`src/hdl/olr_pkg.sv`:
```
// shared types, constants and sigmoid table builder for the online logistic regression block
// no dependencies; every other file imports this package
package olr_pkg;

	// default sizes handed to the top level
	localparam int WEIGHT_BITS_DEF     = 32;
	localparam int SIGMOID_ENTRIES_DEF = 256;

	// fixed widths
	localparam int FEATURE_COUNT = 14;
	localparam int FEAT_W        = 26;
	localparam int PROB_W        = 17;
	localparam int RATE_W        = 16;
	localparam int LE_W          = 35;
	localparam int NUM_W         = 32;
	localparam int CNT_W         = 32;
	localparam int Z_W           = 20;

	// pipeline depth of the constant dividers
	localparam int DIV_STAGES = 3;

	// constant divisors of the feature scaling
	localparam int DIV_LATENCY = 1000;
	localparam int DIV_DISPLAY = 5000;
	localparam int DIV_TOKENS  = 100;
	localparam int DIV_LINES   = 10;
	localparam int DIV_CONTEXT = 1000;
	localparam int DIV_PERPLEX = 100;
	localparam int DIV_CHARS   = 200;

	// request codes
	localparam logic [1:0] REQ_PREDICT = 2'd0;
	localparam logic [1:0] REQ_REJECT  = 2'd1;
	localparam logic [1:0] REQ_ACCEPT  = 2'd2;

	// configuration register indexes
	localparam logic [1:0] CFG_LEARNING_RATE  = 2'd0;
	localparam logic [1:0] CFG_L2_STRENGTH    = 2'd1;
	localparam logic [1:0] CFG_SHOW_THRESHOLD = 2'd2;

	localparam logic [RATE_W-1:0] LR_RESET  = 16'd655;
	localparam logic [RATE_W-1:0] L2_RESET  = 16'd66;
	localparam logic [PROB_W-1:0] THR_RESET = 17'd32768;

	localparam logic [PROB_W-1:0] PROB_HALF = 17'd32768;
	localparam logic [PROB_W-1:0] PROB_ONE  = 17'd65536;

	// feature constants in Q10.16
	localparam logic signed [FEAT_W-1:0] FEAT_ONE     = FEAT_W'(65536);
	localparam logic signed [FEAT_W-1:0] FEAT_LP_BIAS = FEAT_W'(327680);

	localparam logic [63:0] ONE30 = 64'h0000_0000_4000_0000;

	typedef struct packed {
		logic [1:0]         req_type;
		logic [15:0]        latency_ms;
		logic [15:0]        display_ms;
		logic [11:0]        token_count;
		logic [9:0]         line_count;
		logic [15:0]        context_tokens;
		logic [7:0]         indent_level;
		logic [3:0]         flag_bits;
		logic [15:0]        perplexity_q8;
		logic signed [15:0] mean_logprob_q12;
		logic [16:0]        top_prob_q16;
		logic [15:0]        char_count;
	} evt_beat_t;

	typedef struct packed {
		logic [PROB_W-1:0] probability;
		logic              predicted_accept;
		logic              show_flag;
		logic              label_matched;
		logic [CNT_W-1:0]  correct_total;
		logic [CNT_W-1:0]  seen_total;
	} res_beat_t;

	typedef struct packed {
		logic prod_en;
		logic grad_en;
		logic write_en;
	} lane_ctl_t;

	typedef struct packed {
		logic acc_clr;
		logic acc_add;
		logic look;
		logic upd;
		logic bias_wr;
		logic train;
		logic label;
	} merge_ctl_t;

	// long division by shift and subtract, used only while building the table
	function automatic logic [63:0] udiv64(input logic [63:0] num, input logic [63:0] den);
		logic [64:0] rem;
		logic [63:0] quo;
		rem = '0;
		quo = '0;
		for (int k = 63; k >= 0; k--) begin
			rem = {rem[63:0], num[k]};
			if (rem >= {1'b0, den}) begin
				rem    = rem - {1'b0, den};
				quo[k] = 1'b1;
			end
		end
		return quo;
	endfunction

	// exp(-r) for r in [0,1], Q30 in and out
	function automatic logic [63:0] exp_neg_q30(input logic [63:0] r);
		logic [63:0] term;
		logic [63:0] sum;
		sum  = ONE30;
		term = ONE30;
		for (int k = 1; k <= 24; k++) begin
			term = udiv64((term * r) >> 30, 64'(k));
			if (k[0]) sum = sum - term;
			else sum = sum + term;
		end
		return sum;
	endfunction

	// sigmoid of bin midpoint, Q0.16
	function automatic logic [PROB_W-1:0] sig_entry(input int idx, input int entries);
		logic [63:0] e1;
		logic [63:0] span;
		logic [63:0] mid;
		logic [63:0] mag;
		logic [63:0] whole;
		logic [63:0] e;
		logic [63:0] den;
		logic        neg;
		e1    = exp_neg_q30(ONE30);
		span  = ONE30 << 3;
		mid   = udiv64((64'(idx) * 64'd2 + 64'd1) * span, 64'(entries));
		neg   = (mid < span);
		mag   = neg ? (span - mid) : (mid - span);
		whole = mag >> 30;
		e     = exp_neg_q30(mag & (ONE30 - 64'd1));
		for (int j = 0; j < 16; j++) begin
			if (64'(j) < whole) e = (e * e1) >> 30;
		end
		den = ONE30 + e;
		if (neg) return PROB_W'(udiv64((e << 16) + (den >> 1), den));
		return PROB_W'(udiv64((ONE30 << 16) + (den >> 1), den));
	endfunction

endpackage

```
`src/hdl/olr_div.sv`:
```
// divider by a constant through reciprocal multiplication, three pipeline stages
// depends on olr_pkg for the numerator width
module olr_div import olr_pkg::*; #(
	parameter int DIVISOR = 10
) (
	input  logic             clk,
	input  logic             start,
	input  logic [NUM_W-1:0] num,
	output logic [NUM_W-1:0] quo
);
	localparam int HALF_W  = NUM_W / 2;
	localparam int DIV_LOG = $clog2(DIVISOR);
	localparam int REM_W   = (DIV_LOG > 0) ? DIV_LOG : 1;
	localparam int K1      = HALF_W + DIV_LOG;
	localparam int K2      = HALF_W + 2 * DIV_LOG;
	localparam int M1_W    = HALF_W + 1;
	localparam int M2_W    = HALF_W + DIV_LOG + 1;
	localparam int N2_W    = HALF_W + REM_W;
	localparam int P1_W    = HALF_W + M1_W;
	localparam int P2_W    = N2_W + M2_W;
	localparam logic [M1_W-1:0] M1 =
		M1_W'(((64'd1 << K1) + 64'(DIVISOR) - 64'd1) / 64'(DIVISOR));
	localparam logic [M2_W-1:0] M2 =
		M2_W'(((64'd1 << K2) + 64'(DIVISOR) - 64'd1) / 64'(DIVISOR));
	localparam logic [HALF_W-1:0] DIV_C = HALF_W'(DIVISOR);

	logic [NUM_W-1:0]  num_q;
	logic [P1_W-1:0]   p1;
	logic [HALF_W-1:0] r1;
	logic [P2_W-1:0]   p2;
	logic [HALF_W-1:0] hi_s1;
	logic [HALF_W-1:0] lo_s1;
	logic [HALF_W-1:0] q1_s1;
	logic [HALF_W-1:0] q1_s2;
	logic [N2_W-1:0]   n2_s2;
	logic [HALF_W-1:0] q1_s3;
	logic [HALF_W-1:0] q2_s3;

	// upper half quotient, its remainder joined to the lower half, lower quotient
	always_comb begin
		p1 = P1_W'(num_q[NUM_W-1:HALF_W]) * P1_W'(M1);
		r1 = hi_s1 - q1_s1 * DIV_C;
		p2 = P2_W'(n2_s2) * P2_W'(M2);
	end

	// numerator held from the accepted beat, stages run every cycle
	always_ff @(posedge clk) begin
		if (start) num_q <= num;
		hi_s1 <= num_q[NUM_W-1:HALF_W];
		lo_s1 <= num_q[HALF_W-1:0];
		q1_s1 <= HALF_W'(p1 >> K1);
		q1_s2 <= q1_s1;
		n2_s2 <= {REM_W'(r1), lo_s1};
		q1_s3 <= q1_s2;
		q2_s3 <= HALF_W'(p2 >> K2);
	end

	assign quo = {q1_s3, q2_s3};
endmodule

```
`config.mk`:
```
export PLATFORM = sky130hd
export DESIGN_NAME = olr_div
export DESIGN_NICKNAME = d
export VERILOG_FILES = /design/src/hdl/olr_pkg.sv /design/src/hdl/olr_div.sv
export SDC_FILE = /design/constraint.sdc
export NUM_CORES = 1
export LEC_CHECK = 0
export BUFFER_PORTS_ARGS = -buffer_cell sky130_fd_sc_hd__buf_2
export CAP_MARGIN = 20
export CORE_MARGIN = 1
export CORE_UTILIZATION = 50
export DETAILED_ROUTE_END_ITERATION = 6
export PLACE_DENSITY = 0.74
export SETUP_SLACK_MARGIN = 0.4
export SLEW_MARGIN = 20
export SYNTH_ARGS = -nofsm -noshare
export SYNTH_HDL_FRONTEND = slang
export SYNTH_SLANG_ARGS = --single-unit
```
`constraint.sdc`:
```
create_clock -name clk -period 7.9 [get_ports clk]
set_input_delay 0.395 -clock clk [delete_from_list [all_inputs] [get_ports clk]]
set_output_delay 0.395 -clock clk [all_outputs]
set_load 0.02 [all_outputs]
```
==> impl_metrics.ini <==
[run_status]
status = complete, no violations

[setup_path]
endpoint_kind = flop
path_cells = ha_1, xor2_1, ha_1, a21o_1, ha_1, inv_1, fa_1, fa_1, inv_1, fa_1, inv_1, fa_1, inv_1, ha_1, o21ai_0, a21oi_1, nor3_1, a211oi_1, a2bb2oi_2, o21a_1, o21a_1, o311ai_1
crit_path_max_incr_delay_ps = 610
worstSetupStartpointType = flop
worstSetupPathType = flop to flop
required_ps = 8230
arrival_ps = 6560
startpoint = n2_s2[8]
crit_fanout = 7
r2r_start = n2_s2[8]
cp_slowest_cell = a211oi_1

[synth]
syn_area_sq_um = 14200
yosys.area.top_type = fa_1
synth-edff-count = 32
synth_top_cell_area_share_pct = 29.7
async_flop_share_pct = 0
syn_area_per_cell_sq_um = 11.2
synthesis.instances = 1275
ys_seq_area_share_pct = 20.1
ys_types = 53
synthTopCellsByArea = fa_1 (30%), ha_1 (29%), dfxtp_1 (13%), inv_1 (9.1%), edfxtp_1 (6.8%)
synth-main-ff-cell = dfxtp_1
ys_seq_elements = 127
yosys_warnings = 0

[timing]
fin_crit_ps = 6230
holdWs_ps = 131
max_slew.worst_pin.slew_ps = 707
slew_headroom_pct = 52.5
hold_viol = 0
slew_viol_final = 0
finalSetupViolCount = 0
tns_ps = 0
finalCritPeriodShare_pct = 78.9
max_freq_mhz = 161
rsz0062_at_grt = false
worst_slack_ps = 1670
clock_skew_ps = 12.5

[floorplan]
start_util_pct = 51.1
io_pins = 66
die_y_um = 171
die_area_sq_um = 29100
core-area_sq_um = 27900
die-width_um = 171
placementRows = 61

[min_path]
hold_class = primary input to flop
hold_start = num[17]

[global_route]
grt_overflow = 0
top_usage_layer = met2
grt_pass1_vias = 9617
use_met1_pct = 25.8
met2_usage_pct = 40.2
grt_pass1_wl_um = 47500
grt_usage_pct = 21.8
grt_max_degree = 33
met3_usage_pct = 2.89
antenna_found_initial = 0

[route]
drt_first_pass_iters = 4
vias = 8878
wl_um = 29300
drc = 0
vias_per_cell = 5.09
drt_iter0_drc = 350
ant_nets = 0
wl_per_cell_um = 16.8

[clock_network]
cts_resized = 0
post_cts_buffers = 0
clk_pin_slew_worst_paths_ps = 60
cts.sinks = 127
worstSkewPairLatency_ps = 440
ctsLongestPathBuffers = 2
cts_root_buf = clkbuf_16
cts_buffers = 17
cts_tree = done
h-tree-depth = 4
cts_hold_buffers = 0

[cells_and_area]
seqCellArea_sq_um = 2860
nNetsFinal = 1927
final_common_cell = inv_1
fillCellCount = 2309
area_growth_syn_to_layout_pct = 9.39
drive_gt1_share_pct = 7.61
num_antenna_cells = 0
mostFrequentLayoutCells = inv_1 (345), ha_1 (328), fa_1 (211)
multi_input_area_sq_um = 10100

[flow_run]
maxCapViolations = 0

[placed_design]
routabilityCongestion = 0.950
post-place-ws_ps = 1800
hpwl_um = 25800
portBuffers = 62
==> Yosys cell counts (all sizes together) (3+ instances only) <==
cell,n
inv,345
o21ai,15
nand4,4
a21boi,3
nand3,7
edfxtp,32
a21oi,32
dfxtp,95
or2,4
buf,3
and3,4
xnor2,24
and2,10
a21o,21
nor2,26
nor3,7
and4,4
nor2b,5
or3,3
ha,328
xor2,26
o21a,7
o211ai,5
fa,211
nand2,21
==> cell type report <==
cell class | count | area share, %
clock buffer | 17 | 2.73
clock inverter | 15 | 0.941
inverter | 345 | 8.32
multi-input combinational | 801 | 64.6
sequential | 127 | 18.4
tap | 378 | 3.04
timing repair buffer | 62 | 1.99
==> through the flow <==
stage / util [%] / instances / instance area (sq um)
floorplan: - / 1277 / 14200
global placement: 53.8 / 1713 / 15000
detailed placement: 53.8 / 1713 / 15000
CTS: 55.9 / 1745 / 15600
global route: 55.9 / 1745 / 15600
finish: 55.9 / 1745 / 15600
==> sequential cells by signal, summed over array words and instances, names as in the netlist <==
| signal | cells |
|---|---|
| num_q | 32 |
| lo_s1 | 16 |
| q1_s2 | 13 |
| q1_s3 | 13 |
| n2_s2 | 20 |
| q2_s3 | 16 |
| q1_s1 | 13 |
| hi_s1 | 4 |
==> cells by family after synthesis <==
kind of cell / share of synthesized area (%)
muxes: 0.0791
buffers and inverters: 9.29
adders and majority gates: 58.5
AOI/OAI and AO/OA: 5.25
xor gates and xnor gates: 3.08
other: 0.0264
and+or+nand+nor: 3.62
DFF: 20.1
==> final timing paths <==
check | to | slack [ps] | cells after the start
max | q2_s3[8] | 1670 | 22
min | num_q[17] | 130 | 1
max reg2reg | q2_s3[8] | 1670 | 22
min reg2reg | q1_s3[12] | 320 | 0
==> routing by layer <==
metal,wire length (um),vias to the layer above
met2,15700,157
met1,12100,4453
met5,0,-
li1,-,4222
met4,710,0
met3,801,46
==> worst max-delay path, delay by kind of cell, from the launching register on <==
family	cells	cell delay, ps
fa+ha+maj	8	3110
simple gates	1	70
flops	1	500
compound gates	8	2010
xor+xnor	1	210
buf+inv	4	210
Power is left out: the tool's default activity adds up to more than one toggle a clock period on the data nets, which glitch-free logic cannot reach.
